==> config.mk <==
export PLATFORM = sky130hd
export DESIGN_NAME = differential_steer_pwm
export DESIGN_NICKNAME = d
export VERILOG_FILES = /design/src/hdl/dst_pkg.sv /design/src/hdl/dst_div_lane.sv /design/src/hdl/dst_steer_merge.sv /design/src/hdl/differential_steer_pwm.sv
export SDC_FILE = /design/constraint.sdc
export NUM_CORES = 1
export LEC_CHECK = 0
export ABC_AREA = 1
export CELL_PAD_IN_SITES_DETAIL_PLACEMENT = 1
export CELL_PAD_IN_SITES_GLOBAL_PLACEMENT = 1
export CORE_MARGIN = 5
export CORE_UTILIZATION = 45
export CTS_BUF_LIST = sky130_fd_sc_hd__clkbuf_4 sky130_fd_sc_hd__clkbuf_8 sky130_fd_sc_hd__clkbuf_16
export CTS_CLUSTER_SIZE = 28
export DETAILED_ROUTE_END_ITERATION = 10
export DONT_BUFFER_PORTS = 1
export HOLD_SLACK_MARGIN = 0.02
export PLACE_DENSITY_LB_ADDON = 0.1
export SYNTH_ARGS = -nofsm -noshare
export SYNTH_HDL_FRONTEND = slang
export SYNTH_HIERARCHICAL = 1
export SYNTH_SLANG_ARGS = --single-unit
==> constraint.sdc <==
create_clock -name clk -period 5.3 [get_ports clk]
set_input_delay 1.06 -clock clk [delete_from_list [all_inputs] [get_ports clk]]
set_output_delay 1.06 -clock clk [all_outputs]
set_load 0.01 [all_outputs]
==> src/hdl/dst_pkg.sv <==
// Package of shared types, constants and register codes for the differential steering PWM drive.
package dst_pkg;

    // Field and register widths.
    localparam int SAMPLE_BITS = 12;
    localparam int PERIOD_W    = 16;
    localparam int DUTY_W      = 16;
    localparam int DIST_W      = 20;
    localparam int CFG_DATA_W  = 20;
    localparam int CFG_IDX_W   = 3;
    localparam int STEER_W     = 2;
    // The divider lanes take a divisor wide enough for a sample or a period.
    localparam int DIVISOR_W   = 16;

    // Reset values of the configuration registers.
    localparam logic [PERIOD_W-1:0] PWM_PERIOD_RST  = PERIOD_W'(12000);
    localparam logic [DIST_W-1:0]   DIST_CONST_RST  = DIST_W'(114251);
    localparam logic [DIST_W-1:0]   DEAD_BAND_RST   = DIST_W'(10);
    localparam logic [DUTY_W-1:0]   DUTY_HIGH_RST   = DUTY_W'(8200);
    localparam logic [DUTY_W-1:0]   DUTY_LOW_RST    = DUTY_W'(3800);
    localparam logic [DUTY_W-1:0]   DUTY_CENTER_RST = DUTY_W'(6000);

    // Configuration register indexes.
    localparam logic [CFG_IDX_W-1:0] REG_PWM_PERIOD  = 3'd0;
    localparam logic [CFG_IDX_W-1:0] REG_DIST_CONST  = 3'd1;
    localparam logic [CFG_IDX_W-1:0] REG_DEAD_BAND   = 3'd2;
    localparam logic [CFG_IDX_W-1:0] REG_DUTY_HIGH   = 3'd3;
    localparam logic [CFG_IDX_W-1:0] REG_DUTY_LOW    = 3'd4;
    localparam logic [CFG_IDX_W-1:0] REG_DUTY_CENTER = 3'd5;

    // Steering codes.
    localparam logic [STEER_W-1:0] STEER_STRAIGHT  = 2'd0;
    localparam logic [STEER_W-1:0] STEER_RIGHT_FAR = 2'd1;
    localparam logic [STEER_W-1:0] STEER_LEFT_FAR  = 2'd2;

    // Command codes.
    localparam logic CMD_TICK   = 1'b0;
    localparam logic CMD_SAMPLE = 1'b1;

    typedef struct packed {
        logic                   cmd;
        logic [SAMPLE_BITS-1:0] right_sample;
        logic [SAMPLE_BITS-1:0] left_sample;
    } in_t;

    typedef struct packed {
        logic               right_drive;
        logic               left_drive;
        logic [STEER_W-1:0] steer;
    } out_t;

    // Configuration as seen by the steering decision.
    typedef struct packed {
        logic [DIST_W-1:0] dead_band;
        logic [DUTY_W-1:0] duty_high;
        logic [DUTY_W-1:0] duty_low;
        logic [DUTY_W-1:0] duty_center;
    } steer_cfg_t;

    // Sequencer states.
    typedef enum logic [1:0] {
        ST_IDLE,
        ST_DIV,
        ST_FINISH
    } state_t;

endpackage

==> src/hdl/dst_div_lane.sv <==
// Restoring divider lane that produces one quotient bit per clock cycle.
module dst_div_lane #(
    parameter int DIVIDEND_W = dst_pkg::DIST_W,
    parameter int DIVISOR_W  = dst_pkg::DIVISOR_W
) (
    input  logic                  clk,
    input  logic                  rst_n,
    input  logic                  start,
    input  logic [DIVIDEND_W-1:0] dividend,
    input  logic [DIVISOR_W-1:0]  divisor,
    output logic                  busy,
    output logic                  done,
    output logic [DIVIDEND_W-1:0] quotient,
    output logic [DIVISOR_W-1:0]  remainder
);
    localparam int CNT_W = $clog2(DIVIDEND_W + 1);
    localparam logic [CNT_W-1:0] LAST_STEP = CNT_W'(DIVIDEND_W - 1);

    logic                  busy_reg, busy_next;
    logic                  done_reg, done_next;
    logic [CNT_W-1:0]      count_reg, count_next;
    logic [DIVIDEND_W-1:0] quo_reg, quo_next;
    logic [DIVISOR_W-1:0]  rem_reg, rem_next;
    logic [DIVISOR_W-1:0]  dvs_reg, dvs_next;
    logic [DIVISOR_W:0]    shifted;
    logic [DIVISOR_W:0]    trial;
    logic                  fits;

    // One restoring step: shift in the next dividend bit and try a subtraction.
    always_comb
    begin
        shifted = {rem_reg, quo_reg[DIVIDEND_W-1]};
        trial   = shifted - {1'b0, dvs_reg};
        fits    = (shifted >= {1'b0, dvs_reg});
    end

    // Next-value logic for the datapath and the step counter.
    always_comb
    begin
        busy_next  = busy_reg;
        done_next  = 1'b0;
        count_next = count_reg;
        quo_next   = quo_reg;
        rem_next   = rem_reg;
        dvs_next   = dvs_reg;
        if (start)
        begin
            busy_next  = 1'b1;
            count_next = '0;
            quo_next   = dividend;
            rem_next   = '0;
            dvs_next   = divisor;
        end
        else if (busy_reg)
        begin
            quo_next = {quo_reg[DIVIDEND_W-2:0], fits};
            rem_next = fits ? trial[DIVISOR_W-1:0] : shifted[DIVISOR_W-1:0];
            if (count_reg == LAST_STEP)
            begin
                busy_next = 1'b0;
                done_next = 1'b1;
            end
            else
            begin
                count_next = count_reg + 1'b1;
            end
        end
    end

    // Control registers.
    always_ff @(posedge clk or negedge rst_n)
    begin
        if (!rst_n)
        begin
            busy_reg  <= 1'b0;
            done_reg  <= 1'b0;
            count_reg <= '0;
        end
        else
        begin
            busy_reg  <= busy_next;
            done_reg  <= done_next;
            count_reg <= count_next;
        end
    end

    // Datapath registers.
    always_ff @(posedge clk)
    begin
        quo_reg <= quo_next;
        rem_reg <= rem_next;
        dvs_reg <= dvs_next;
    end

    assign busy      = busy_reg;
    assign done      = done_reg;
    assign quotient  = quo_reg;
    assign remainder = rem_reg;

endmodule

==> src/hdl/dst_steer_merge.sv <==
// Merging stage that compares the two lane distances and holds the steering and duty state.
module dst_steer_merge (
    input  logic                        clk,
    input  logic                        rst_n,
    input  logic                        update,
    input  logic [dst_pkg::DIST_W-1:0]  right_dist,
    input  logic [dst_pkg::DIST_W-1:0]  left_dist,
    input  dst_pkg::steer_cfg_t         cfg,
    output logic [dst_pkg::DUTY_W-1:0]  right_duty,
    output logic [dst_pkg::DUTY_W-1:0]  left_duty,
    output logic [dst_pkg::STEER_W-1:0] steer
);
    import dst_pkg::*;

    logic signed [DIST_W:0] diff;
    logic signed [DIST_W:0] band;
    logic                   far_right;
    logic                   far_left;

    logic [DUTY_W-1:0]  right_duty_reg, right_duty_next;
    logic [DUTY_W-1:0]  left_duty_reg, left_duty_next;
    logic [STEER_W-1:0] steer_reg, steer_next;

    // Signed distance difference against the dead band on either side.
    always_comb
    begin
        diff      = $signed({1'b0, right_dist}) - $signed({1'b0, left_dist});
        band      = $signed({1'b0, cfg.dead_band});
        far_right = (diff > band);
        far_left  = (diff < -band);
    end

    // Steering choice and duties for the new sample.
    always_comb
    begin
        right_duty_next = right_duty_reg;
        left_duty_next  = left_duty_reg;
        steer_next      = steer_reg;
        if (update)
        begin
            if (far_right)
            begin
                steer_next      = STEER_RIGHT_FAR;
                right_duty_next = cfg.duty_high;
                left_duty_next  = cfg.duty_low;
            end
            else if (far_left)
            begin
                steer_next      = STEER_LEFT_FAR;
                right_duty_next = cfg.duty_low;
                left_duty_next  = cfg.duty_high;
            end
            else
            begin
                steer_next      = STEER_STRAIGHT;
                right_duty_next = cfg.duty_center;
                left_duty_next  = cfg.duty_center;
            end
        end
    end

    // Both duties start at zero so that the motors stay off until the first sample.
    always_ff @(posedge clk or negedge rst_n)
    begin
        if (!rst_n)
        begin
            right_duty_reg <= '0;
            left_duty_reg  <= '0;
            steer_reg      <= STEER_STRAIGHT;
        end
        else
        begin
            right_duty_reg <= right_duty_next;
            left_duty_reg  <= left_duty_next;
            steer_reg      <= steer_next;
        end
    end

    assign right_duty = right_duty_reg;
    assign left_duty  = left_duty_reg;
    assign steer      = steer_reg;

endmodule

==> src/hdl/differential_steer_pwm.sv <==
// Top level of the two-motor PWM drive steered by two distance sensors.
// A sample transaction (cmd 1) carries a right and a left converter reading; two divider
// lanes turn them into distances in parallel (constant / reading, zero read as one), and
// the merging stage picks the steering choice and the two duties. A tick transaction
// (cmd 0) advances the wrapping PWM period counter. Each transaction gives exactly one
// result: the two drive levels and the steering choice. A sample, or a tick that finds the
// counter at or beyond a lowered period (reduced through the same lane), waits in the
// divide state while the restoring divider lanes produce one quotient bit per cycle over
// 20 bits; other ticks go straight to the finish state. A new transaction is taken once the
// previous one has moved into the output register, even while that result still waits.
// Configuration writes are to be taken only while idle; the block does not enforce this.
module differential_steer_pwm (
    input  logic                          clk,
    input  logic                          rst_n,
    input  logic                          in_valid,
    output logic                          in_ready,
    input  dst_pkg::in_t                  in_data,
    output logic                          out_valid,
    input  logic                          out_ready,
    output dst_pkg::out_t                 out_data,
    input  logic                          cfg_we,
    input  logic [dst_pkg::CFG_IDX_W-1:0] cfg_index,
    input  logic [dst_pkg::CFG_DATA_W-1:0] cfg_data
);
    import dst_pkg::*;

    // Configuration registers.
    logic [PERIOD_W-1:0] pwm_period_reg;
    logic [DIST_W-1:0]   dist_const_reg;
    logic [DIST_W-1:0]   dead_band_reg;
    logic [DUTY_W-1:0]   duty_high_reg;
    logic [DUTY_W-1:0]   duty_low_reg;
    logic [DUTY_W-1:0]   duty_center_reg;

    // Sequencer and counter state.
    state_t              state_reg, state_next;
    logic                is_tick_reg, is_tick_next;
    logic [PERIOD_W-1:0] count_reg, count_next;
    logic                out_valid_reg, out_valid_next;
    out_t                out_data_reg, out_data_next;

    // Control decoded from the state.
    logic                accept;
    logic                out_free;
    logic                start_right;
    logic                start_left;
    logic                commit;
    logic                emit;

    // Lane signals.
    logic [DIST_W-1:0]    right_dividend;
    logic [DIVISOR_W-1:0] right_divisor;
    logic [DIVISOR_W-1:0] left_divisor;
    logic                 right_busy, right_done;
    logic                 left_busy, left_done;
    logic [DIST_W-1:0]    right_quo, left_quo;
    logic [DIVISOR_W-1:0] right_rem, left_rem;

    // Tick arithmetic.
    logic [PERIOD_W-1:0]  period_eff;
    logic [PERIOD_W:0]    count_inc;
    logic                 tick_fast;
    logic [SAMPLE_BITS-1:0] right_reading;
    logic [SAMPLE_BITS-1:0] left_reading;

    // Merge outputs.
    steer_cfg_t          steer_cfg;
    logic [DUTY_W-1:0]   right_duty;
    logic [DUTY_W-1:0]   left_duty;
    logic [STEER_W-1:0]  steer;

    // Configuration write decoder; unknown indexes are ignored.
    always_ff @(posedge clk or negedge rst_n)
    begin
        if (!rst_n)
        begin
            pwm_period_reg  <= PWM_PERIOD_RST;
            dist_const_reg  <= DIST_CONST_RST;
            dead_band_reg   <= DEAD_BAND_RST;
            duty_high_reg   <= DUTY_HIGH_RST;
            duty_low_reg    <= DUTY_LOW_RST;
            duty_center_reg <= DUTY_CENTER_RST;
        end
        else if (cfg_we)
        begin
            unique case (cfg_index)
                REG_PWM_PERIOD:  pwm_period_reg  <= cfg_data[PERIOD_W-1:0];
                REG_DIST_CONST:  dist_const_reg  <= cfg_data[DIST_W-1:0];
                REG_DEAD_BAND:   dead_band_reg   <= cfg_data[DIST_W-1:0];
                REG_DUTY_HIGH:   duty_high_reg   <= cfg_data[DUTY_W-1:0];
                REG_DUTY_LOW:    duty_low_reg    <= cfg_data[DUTY_W-1:0];
                REG_DUTY_CENTER: duty_center_reg <= cfg_data[DUTY_W-1:0];
                default:         ;
            endcase
        end
    end

    // Period counter step: a zero period acts as one; the fast path covers the usual
    // increment and wrap, the divider lane handles a counter at or beyond a lowered period.
    always_comb
    begin
        period_eff    = (pwm_period_reg == '0) ? PERIOD_W'(1) : pwm_period_reg;
        count_inc     = {1'b0, count_reg} + 1'b1;
        tick_fast     = (count_inc <= {1'b0, period_eff});
        right_reading = (in_data.right_sample == '0) ? SAMPLE_BITS'(1) : in_data.right_sample;
        left_reading  = (in_data.left_sample == '0) ? SAMPLE_BITS'(1) : in_data.left_sample;
    end

    // Lane operands: a sample divides the constant by each reading, a slow tick reduces the
    // incremented counter modulo the period in the right lane.
    always_comb
    begin
        if (in_data.cmd == CMD_SAMPLE)
        begin
            right_dividend = dist_const_reg;
            right_divisor  = DIVISOR_W'(right_reading);
        end
        else
        begin
            right_dividend = DIST_W'(count_inc);
            right_divisor  = DIVISOR_W'(period_eff);
        end
        left_divisor = DIVISOR_W'(left_reading);
    end

    // Next-state logic of the sequencer.
    always_comb
    begin
        state_next = state_reg;
        unique case (state_reg)
            ST_IDLE:
            begin
                if (in_valid)
                begin
                    if (in_data.cmd == CMD_TICK && tick_fast)
                    begin
                        state_next = ST_FINISH;
                    end
                    else
                    begin
                        state_next = ST_DIV;
                    end
                end
            end
            ST_DIV:
            begin
                if (right_done)
                begin
                    state_next = ST_FINISH;
                end
            end
            ST_FINISH:
            begin
                if (out_free)
                begin
                    state_next = ST_IDLE;
                end
            end
            default:
            begin
                state_next = ST_IDLE;
            end
        endcase
    end

    // Output decode of the sequencer.
    always_comb
    begin
        in_ready    = 1'b0;
        start_right = 1'b0;
        start_left  = 1'b0;
        commit      = 1'b0;
        emit        = 1'b0;
        unique case (state_reg)
            ST_IDLE:
            begin
                in_ready    = 1'b1;
                start_right = in_valid && !(in_data.cmd == CMD_TICK && tick_fast);
                start_left  = in_valid && (in_data.cmd == CMD_SAMPLE);
            end
            ST_DIV:
            begin
                commit = right_done;
            end
            ST_FINISH:
            begin
                emit = out_free;
            end
            default:
            begin
                in_ready = 1'b0;
            end
        endcase
    end

    assign accept   = in_valid && in_ready;
    assign out_free = !out_valid_reg || out_ready;

    // Counter, transaction kind and output register.
    always_comb
    begin
        is_tick_next   = is_tick_reg;
        count_next     = count_reg;
        out_valid_next = out_valid_reg;
        out_data_next  = out_data_reg;
        if (accept)
        begin
            is_tick_next = (in_data.cmd == CMD_TICK);
            if (in_data.cmd == CMD_TICK && tick_fast)
            begin
                count_next = (count_inc == {1'b0, period_eff}) ? '0 : count_inc[PERIOD_W-1:0];
            end
        end
        if (commit && is_tick_reg)
        begin
            count_next = right_rem[PERIOD_W-1:0];
        end
        if (out_valid_reg && out_ready)
        begin
            out_valid_next = 1'b0;
        end
        if (emit)
        begin
            out_valid_next            = 1'b1;
            out_data_next.right_drive = (count_reg < right_duty);
            out_data_next.left_drive  = (count_reg < left_duty);
            out_data_next.steer       = steer;
        end
    end

    always_ff @(posedge clk or negedge rst_n)
    begin
        if (!rst_n)
        begin
            state_reg     <= ST_IDLE;
            is_tick_reg   <= 1'b0;
            count_reg     <= '0;
            out_valid_reg <= 1'b0;
        end
        else
        begin
            state_reg     <= state_next;
            is_tick_reg   <= is_tick_next;
            count_reg     <= count_next;
            out_valid_reg <= out_valid_next;
        end
    end

    always_ff @(posedge clk)
    begin
        out_data_reg <= out_data_next;
    end

    assign out_valid = out_valid_reg;
    assign out_data  = out_data_reg;

    // Right divider lane, shared with the period reduction.
    dst_div_lane #(
        .DIVIDEND_W (DIST_W),
        .DIVISOR_W  (DIVISOR_W)
    ) u_right_lane (
        .clk       (clk),
        .rst_n     (rst_n),
        .start     (start_right),
        .dividend  (right_dividend),
        .divisor   (right_divisor),
        .busy      (right_busy),
        .done      (right_done),
        .quotient  (right_quo),
        .remainder (right_rem)
    );

    // Left divider lane.
    dst_div_lane #(
        .DIVIDEND_W (DIST_W),
        .DIVISOR_W  (DIVISOR_W)
    ) u_left_lane (
        .clk       (clk),
        .rst_n     (rst_n),
        .start     (start_left),
        .dividend  (dist_const_reg),
        .divisor   (left_divisor),
        .busy      (left_busy),
        .done      (left_done),
        .quotient  (left_quo),
        .remainder (left_rem)
    );

    // Merging stage.
    always_comb
    begin
        steer_cfg.dead_band   = dead_band_reg;
        steer_cfg.duty_high   = duty_high_reg;
        steer_cfg.duty_low    = duty_low_reg;
        steer_cfg.duty_center = duty_center_reg;
    end

    dst_steer_merge u_merge (
        .clk        (clk),
        .rst_n      (rst_n),
        .update     (commit && !is_tick_reg),
        .right_dist (right_quo),
        .left_dist  (left_quo),
        .cfg        (steer_cfg),
        .right_duty (right_duty),
        .left_duty  (left_duty),
        .steer      (steer)
    );

    // The left lane only runs alongside the right lane, so it finishes in step with it.
    assert property (@(posedge clk) disable iff (!rst_n)
        left_done |-> right_done)
        else $error("left lane finished without the right lane");

    // No new transaction is taken while a lane is still dividing.
    assert property (@(posedge clk) disable iff (!rst_n)
        in_ready |-> (!right_busy && !left_busy))
        else $error("input ready while a divider lane is busy");

    // After a tick the counter lies below the effective period.
    assert property (@(posedge clk) disable iff (!rst_n)
        (state_reg == ST_FINISH && is_tick_reg) |-> (count_reg < period_eff))
        else $error("period counter out of range after a tick");

    // The steering choice never takes the unused code.
    assert property (@(posedge clk) disable iff (!rst_n)
        (steer == STEER_STRAIGHT || steer == STEER_RIGHT_FAR || steer == STEER_LEFT_FAR))
        else $error("steering choice holds an unused code");

    // The left remainder lies below the divisor, so it never exceeds a reading.
    assert property (@(posedge clk) disable iff (!rst_n)
        left_done |-> ((left_rem >> SAMPLE_BITS) == '0))
        else $error("left lane remainder beyond the reading range");

endmodule
# --- Word-level counts from Yosys, hierarchy flattened ---
# Cells that the tools add are included.
word_totals:
  regBits: 275
  inputBits: 53
  out_inout_bits: 6
  elab_cells: 136
classes:
  addsub: 7
  n_lt_le_gt_ge: 7
  n_eq_ne: 15
  mux: 47
  bitwise_logic: 1
  reduce_logical: 31
op_table:
  columns: ["cell", "count"]
  rows:
  - ["$mux 16", 11]
  - ["$mux 20", 5]
  - ["$lt 16x16->1", 2]
  - ["$mux 5", 6]
  - ["$logic_not 12->1", 2]
  - ["$mux 12", 2]
  - ["$gt 21x21->1", 1]
  - ["$lt 21x21->1", 1]
  - ["$neg 20->21", 1]
  - ["$sub 20x20->21", 1]
  - ["$reduce_and 2->1", 9]
  - ["$add 16x1->17 const B", 1]
  - ["$eq 17x16->1", 1]
  - ["$ge 17x12->1", 1]
  - ["$ge 17x16->1", 1]
  - ["$le 17x16->1", 1]
  - ["$logic_not 16->1", 1]
  - ["$mux 1", 16]
  - ["$sub 16x12->16", 1]
  - ["$sub 16x16->16", 1]
  - ["$mux 2", 6]
  - ["$add 5x1->5 const B", 2]
  - ["$eq 5x5->1 const B", 2]
  - ["$reduce_bool 2->1", 5]
  - ["15 further kinds", 28]

# --- Logic depth before layout (Yosys ltp) ---
# Gate-level depths: netlist (run 1).
depth:
  word_depth: 9
  mapped_depth: 29
  depth_no_buf: 28

# --- Modules after synthesis ---
# Netlist (run 1), hierarchy kept.
modules_own_cells:
  columns: ["mod", "n_inst", "cells_per_inst", "area_per_inst_um2", "seq_area_each_um2"]
  rows:
  - ["dst_div_lane", 2, 461, 3559.7, 1576.5]
  - ["differential_steer_pwm", 1, 891, 7034.2, 3268.1]
  - ["dst_steer_merge", 1, 767, 4715.8, 850.8]

# --- Worst setup path before layout (run 1) ---
# Ideal clock, no wire load.
synth_timing:
  kind: "reg2reg"
  from: "reg, netlist name count_reg[0]"
  to: "reg u_right_lane.count_reg[2]"
  setup_time_ns: 0.071
  arrival_time_ns: 3.428
  required_ns: 5.229
  setup_slack_ns: 1.801
  path_stages_with_launch: 26
  path_buffers: 0
  period_less_slack_ns: 3.499
  path_cell_list: "dfrtp_1 ha_1 nand2_1 nor2_4 nand2_1 nor2_1 nand2_1 nand2_1 inv_1 ha_1 nand2_1 inv_1 nand4_1 nor3_1 nand2_1 nand2_2 nand2_2 nand2_1 nand2_1 inv_1 nor2_1 inv_2 nand2_1 o21ai_0 nand2_1 nor2_1"
synth_rtl:
  columns: ["item", "line", "rtl"]
  rows:
  - ["to (signal assigned)", "dst_div_lane.sv:83", "count_reg <= count_next;"]
  - ["to (decl)", "dst_div_lane.sv:21", "logic [CNT_W-1:0] count_reg, count_next;"]

# --- Worst setup path in the final report (run 1) ---
layout_timing:
  from: "reg u_right_lane.quo_reg[2], in the netlist u_right_lane/quotient[2]"
  to: "reg u_merge.right_duty_reg[9], in the netlist u_merge/right_duty[9]"
layout_between:
  elab_chain_len: 4
  word_cells_on_any_way: 5
  classes_between: "add/sub: 1; order compare: 2; mux: 2"
layout_rtl:
  columns: ["item", "line", "rtl"]
  rows:
  - ["from (decl)", "dst_div_lane.sv:22", "logic [DIVIDEND_W-1:0] quo_reg, quo_next;"]
  - ["from (signal assigned)", "dst_div_lane.sv:90", "quo_reg <= quo_next;"]
  - ["$sub 20x20->21 *", "dst_steer_merge.sv:27", "diff = $signed({1'b0, right_dist}) - $signed({1'b0, left_dist});"]
  - ["$lt 21x21->1", "dst_steer_merge.sv:30", "far_left = (diff < -band);"]
  - ["$mux 16", "dst_steer_merge.sv:47", "else if (far_left)"]
  - ["$mux 16 *", "dst_steer_merge.sv:41", "if (far_right)"]
  - ["to (signal assigned)", "dst_steer_merge.sv:73", "right_duty_reg <= right_duty_next;"]
  - ["to (decl)", "dst_steer_merge.sv:20", "logic [DUTY_W-1:0] right_duty_reg, right_duty_next;"]
# Every way passes the cells marked *; elsewhere a longest branch is shown, timed or not.
# A chain may end at the register's enable or synchronous reset.

==> qor.txt, run 1 <==
CP max stage delay: 560 ps
hold crit path type: input pin to asynchronous set/reset pin
Crit path depth: 22
max-cap viol count: 0
DRC viols: 0
most frequent cells in the layout: 853 x nand2_1, 365 x inv_1, 202 x nand3_1
fillers: 5307
Crit Path Category: register to register
Nets: 2740
row count: 75
sum of net half-perimeters after detailed placement: 44220 µm
layout cells sized above 1: 9.289%
Critical Path RT: 5740 ps
Die X-Extent: 214.6 µm
Pleak: 10.53 nW
Global Route Usage Sum: 25.48%
Reg-to-Reg End: u_merge/right_duty[9]$_DFFE_PN0P_
Slew headroom: 20.32%
crit start category: register
first-pass iteration count of the detailed router: 4
fin. max-slew vios: 0
post-detailed-route count of antenna-violating nets: 0
R2R setup slack: 840 ps
Most Frequent Cell on Critical Path: nand2_1
worst path buffer plus inverter count: 0
worst skew pair latency: 550 ps
clock skew: 17.62 ps
clock sink count: 279
final setup violating endpoints: 0
largest net degree at the start of global routing: 172
die area: 46060 µm²
CP cell instances: ha_1 > a21oi_1 > nand2_1 > a21oi_1 > o21ai_1 > a21boi_1 > o21ai_1 > a21boi_1 > o21ai_1 > nand2_1 > nand2_1 > xor2_1 > ha_1 > nand2_1 > nor4_1 > nand4_1 > nor2_1 > nor2_2 > nand2_2 > nand3_1 > nand2_1 > nand2_1
initial antenna violation count: 2
Worst Setup End Kind: register
Max FO, Critical Path: 34
mean post-synth cell area: 7.308 µm²
CP max stage cell: nand2_2
vias per cell: 5.363
RSZ-0062 raised after global routing: no
CP arrival: 4900 ps
Pwr per Cell Area: 705.3 nW/µm²
cell count of the worst reg-to-reg path: 22
VDD IR-drop max: 0.3799 mV
Post-Syn Instances: 2578
number of global-route vias before repair: 17430
die height: 214.6 µm
CTS tree: yes
setup TNS: 0 ps
post-route minimum period: 4458 ps
core area: 41670 µm²
fin cells: 3114
placed cells: 3048
Worst Max-Slew Pin Slew: 1192 ps
hold slack: 207.1 ps
Root Buffer: clkbuf_16
Synth warnings: 6
setup bufs post-CTS: 0
DRT Wirelength: 59290 µm
DRT iter0 DRCs: 936
cts-stage hold buffer count: 0
CTS HTree Levels: 2
total gr overflow: 0
status: finished, final reports clean
Syn-to-layout area delta: 8.268%
WL/cell: 19.04 µm
family with the most delay on the worst path: simple AND/OR/NAND/NOR gates
M1 GR Usage: 35.47%
commonest non-fill, non-tap cell in the layout: nand2_1
Initial Util: 45.22%
f_max: 224.3 MHz
CP startpoint: u_right_lane/quotient[2]$_DFFE_PP_
reg2reg start: u_right_lane/quotient[2]$_DFFE_PP_
Hold Violations, Final: 0
fin crit share: 84.11%
met3 Use GR: 3.995%
# resized after CTS: 0
synthesized cell area: 18840 µm²
DR vias: 16700
met2 Usage GRT: 41.57%
Port Buffer Count: 0
CTS Buf Count: 35
I/O Pins: 59
Worst Setup EP: u_merge/right_duty[9]$_DFFE_PN0P_
Reg clk slew, reported paths: 60 ps
worst-case clock buffer depth: 3
first-pass GRT wire length: 95100 µm
gr busiest metal: met2
GPL Wtd Cong: 0.8643
[worst min path at each step]
| stage | end | slack (ps) | depth (start not counted) |
|---|---|---|---|
| finish | duty_center_reg[14]$_DFFE_PN0P_ | 210 | 0 |
| global route | duty_center_reg[14]$_DFFE_PN0P_ | 180 | 0 |
| floorplan | out_data[0]$_DFFE_PP_ | 430 | 0 |
| global placement | out_data[0]$_DFFE_PP_ | 430 | 0 |
| CTS | duty_high_reg[12]$_DFFE_PN0P_ | 170 | 0 |
| detailed placement | out_data[0]$_DFFE_PP_ | 440 | 0 |
[cell type report]
type	count	area [µm²]	area share [%]
Antenna cell	2	5.005	0.02454
Clock buffer	53	1102	5.404
Clock inverter	11	97.59	0.4784
Inverter	411	1543	7.563
Multi-Input combinational cell	1808	9647	47.29
Sequential cell	279	7247	35.53
Tap cell	539	674.4	3.306
Timing Repair Buffer	11	82.58	0.4048
[layer usage]
layer | wire [µm] | vias up
li1 | - | 8148
met1 | 28190 | 8152
met2 | 26940 | 308
met3 | 2546 | 91
met4 | 1615 | 0
met5 | 0 | -
[where the power goes]
part	internal, mW	total, mW	switching (mW)
sequential	2.99	3.55	0.564
clock	1.49	2.47	0.980
combinational	2.84	8.36	5.53
total	7.32	14.4	7.07
[worst reg2reg max path: stages (launching register included)]
cell and delay (ps):
edfxtp_1 430, ha_1 400, a21oi_1 190, nand2_1 140, a21oi_1 240, o21ai_1 120
a21boi_1 220, o21ai_1 130, a21boi_1 230, o21ai_1 120, nand2_1 80, nand2_1 60
xor2_1 170, ha_1 310, nand2_1 60, nor4_1 170, nand4_1 130, nor2_1 180
nor2_2 110, nand2_2 560, nand3_1 210, nand2_1 100, nand2_1 50
[stage by stage]
stage / utilization, % / cell area, µm² / total power [mW] / setup WS [ps]
finish: 48.96 / 20400 / 14.39 / 842.2
global route: 48.95 / 20390 / 15.70 / 413.4
CTS: 48.95 / 20390 / 14.43 / 845.8
detailed placement: 46.07 / 19190 / 11.85 / 868.1
global placement: 46.07 / 19190 / 11.45 / 1014
floorplan: - / 18850 / 9.733 / 1801
Note: power is estimated with default switching activity, not from simulation.
==> run 2, diff against run 1 <==
--- a/config.mk
+++ b/config.mk
@@ -9,7 +9,7 @@
 export CELL_PAD_IN_SITES_DETAIL_PLACEMENT = 1
 export CELL_PAD_IN_SITES_GLOBAL_PLACEMENT = 1
 export CORE_MARGIN = 5
-export CORE_UTILIZATION = 45
+export CORE_UTILIZATION = 44
 export CTS_BUF_LIST = sky130_fd_sc_hd__clkbuf_4 sky130_fd_sc_hd__clkbuf_8 sky130_fd_sc_hd__clkbuf_16
 export CTS_CLUSTER_SIZE = 28
 export DETAILED_ROUTE_END_ITERATION = 10
==> constraint.sdc (replaced) <==
create_clock -name clk -period 3.7 [get_ports clk]
set_input_delay 0.74 -clock clk [delete_from_list [all_inputs] [get_ports clk]]
set_output_delay 0.74 -clock clk [all_outputs]
set_load 0.01 [all_outputs]
==> run 2 against run 1 <==
  * The run now ends with negative hold slack, negative setup slack left
  * Flip-flop and latch count did not move
  * Register-to-register slack got worse by 1000 ps
  * First-iteration DRC count rose by 9.9%
  * Count of clock-buffer cells in the layout fell by 2
  * Critical path depth rose by 5
  * Sequential power rose by 43%
  * Non-clock buffer count rose by 69
  * Global-route usage rose by 0.41 points
  * Utilization rose by 3.3 points
  * Critical endpoint is now u_merge/right_duty[7]$_DFFE_PN0P_
  * Largest cell class unchanged
==> qor.txt, run 2 (synthesized netlist as in run 1, its figures left out) <==
status: finished with violations
violated checks: negative hold slack, negative setup slack
first-pass iteration count of the detailed router: 5 (+1)
core area: 42130 µm² (+1.1%)
CTS Buf Count: 36 (+2.9%)
Slew headroom: 20.20% (-0.12 points)
hold slack: -118.5 ps (-325.6 ps)
f_max: 258.1 MHz (+15%)
crit start category: register
VDD IR-drop max: 0.6454 mV (+70%)
RSZ-0062 raised after global routing: yes
fin crit share: 104.7% (+21 points)
post-detailed-route count of antenna-violating nets: 0 (unchanged)
final setup violating endpoints: 32 (+32)
GPL Wtd Cong: 0.9306 (+7.7%)
design area: 22020 µm² (+8.0%)
slack of the critical path: -174.1 ps (-1016 ps)
Global Route Usage Sum: 25.89% (+0.41 points)
most frequent cells in the layout: 807 x nand2_1, 360 x inv_1, 182 x o21ai_0
DRT Wirelength: 64010 µm (+8.0%)
Critical Path RT: 4130 ps (-1610 ps)
commonest non-fill, non-tap cell in the layout: nand2_1
max-cap viol count: 0 (unchanged)
Reg clk slew, reported paths: 60 ps (about the same)
sum of net half-perimeters after detailed placement: 44600 µm (+0.86%)
Initial Util: 44.72% (-0.50 points)
worst skew pair latency: 560 ps (about the same)
Die X-Extent: 216.9 µm (+1.1%)
die height: 216.9 µm (+1.1%)
Syn-to-layout area delta: 16.88%
Pwr per Cell Area: 1168 nW/µm² (+66%)
number of global-route vias before repair: 17940 (+2.9%)
Worst Setup End Kind: register
I/O Pins: 59 (unchanged)
first-pass GRT wire length: 97790 µm (+2.8%)
row count: 75 (unchanged)
CP arrival: 4310 ps (-590 ps)
DRT iter0 DRCs: 1029 (+9.9%)
largest net degree at the start of global routing: 172 (unchanged)
Worst Max-Slew Pin Slew: 1194 ps (+2.203 ps)
Root Buffer: clkbuf_16
initial antenna violation count: 3 (+1)
Antenna diodes: 0 (-2)
Port Buffer Count: 0 (unchanged)
total chip power: 25.72 mW (+79%)
DR vias: 17280 (+3.5%)
fin. max-slew vios: 0 (unchanged)
post-place setup slack: -237.6 ps (-1106 ps)
Nets: 2815 (+2.7%)
Max FO, Critical Path: 6 (-82%)
DRC viols: 0 (unchanged)
die area: 47060 µm² (+2.2%)
CTS tree: yes
Pleak: 11.22 nW (+6.6%)
WL/cell: 20.08 µm (+5.5%)
hold crit path type: input pin to asynchronous set/reset pin
total gr overflow: 0 (unchanged)
layout cells sized above 1: 17.03% (+7.7 points)
Crit Path Category: register to register
clock skew: 33.31 ps (+15.69 ps)
setup TNS: -2996 ps (-2996 ps)
CTS HTree Levels: 2 (unchanged)
worst-case clock buffer depth: 3 (unchanged)
clock sink count: 279 (unchanged)
Hold Violations, Final: 135 (+135)
vias per cell: 5.421 (+1.1%)
post-route minimum period: 3874 ps (-583.7 ps)
Post-DP Area: 19580 µm² (+2.0%)
run 2: changes by cell type in the layout (fill, tap and decap cells not counted), sizes merged:
| cell | change |
|---|---|
| clkinv | +1 |
| buf | +63 |
| nand2 | +5 |
| diode | -2 |
| bufinv | +2 |
| inv | +2 |
| clkbuf | +4 |
| clkinvlp | -1 |
run 2: area by class of cell:
| type | count | area, µm² |
|---|---|---|
| clock buffers | 51 | 1097 |
| clock inverters | 15 | 162.7 |
| fillers | 5229 | 20110 |
| inverters | 411 | 1543 |
| multi-input cells | 1813 | 10430 |
| flip-flops and latches | 279 | 7249 |
| well taps | 539 | 674.4 |
| repair buffers | 80 | 868.3 |
run 2: critical path, stage by stage, from the launching register on:
cell and delay (ps):
edfxtp_1 370, inv_1 70, ha_2 200, fa_2 400, o21bai_4 180, nand2_2 90
nand2_4 80, a31oi_2 100, xnor2_1 250, buf_4 170, ha_4 200, a21oi_2 110
o21ai_0 100, a21oi_1 120, nand2_1 70, nand2_1 60, nand2_1 60, nand2_1 60
nand3b_1 90, nand2_1 90, nand2_2 70, nand2_4 140, nand2_8 120, buf_12 160
nand3_1 110, nand3_1 110, nand2_1 80, nand2_1 90
run 2: where the power goes:
part | switching [mW] | internal (mW) | leakage (nW)
clock network | 1.42 | 2.29 | 0.632
logic | 10.2 | 6.75 | 7.42
registers | 0.802 | 4.28 | 3.17
run 2: final timing paths:
| check | cells after the start | slack (ps) | endpoint | start |
|---|---|---|---|---|
| worst min register to register | 0 | 460 | out_data[1]$_DFFE_PP_ | u_merge/steer[1]$_DFFE_PN0P_ |
| worst max-delay path | 27 | -170 | u_merge/right_duty[7]$_DFFE_PN0P_ | u_right_lane/quotient[0]$_DFFE_PP_ |
| min in group clk | 0 | 280 | u_left_lane/dvs_reg[3]$_DFFE_PP_ | in_data[3] |
| worst max register to register | 27 | -170 | u_merge/right_duty[7]$_DFFE_PN0P_ | u_right_lane/quotient[0]$_DFFE_PP_ |
| max in group asynchronous | 0 | 3440 | pwm_period_reg[9]$_DFFE_PN1P_ | rst_n |
| worst min-delay path | 0 | -120 | u_merge/right_duty[10]$_DFFE_PN0P_ | rst_n |
run 2: repair_timing:
action,CTS,global route
endpoints found under the setup margin,35,113
endpoints found under the hold margin,135,135
gates resized for setup,44,130
cloned,6,10
buffers inserted,8,8
pin swaps,24,78
run 2: per-layer routing:
metal	vias up	part of all wire (%)	global-route usage, %
li1	8302	-	-
met1	8448	45	35.27
met2	400	47	42.47
met3	133	4.7	3.822
met4	0	4.0	8.953
met5	-	0	0
run 2: per-stage QoR:
| stage | utilization (%) | instances |
|---|---|---|
| after floorplan | - | 2581 |
| after global placement | 46.48 | 3090 |
| after detailed placement | 46.48 | 3090 |
| after CTS | 50.41 | 3170 |
| after global routing | 52.26 | 3188 |
| final | 52.26 | 3188 |
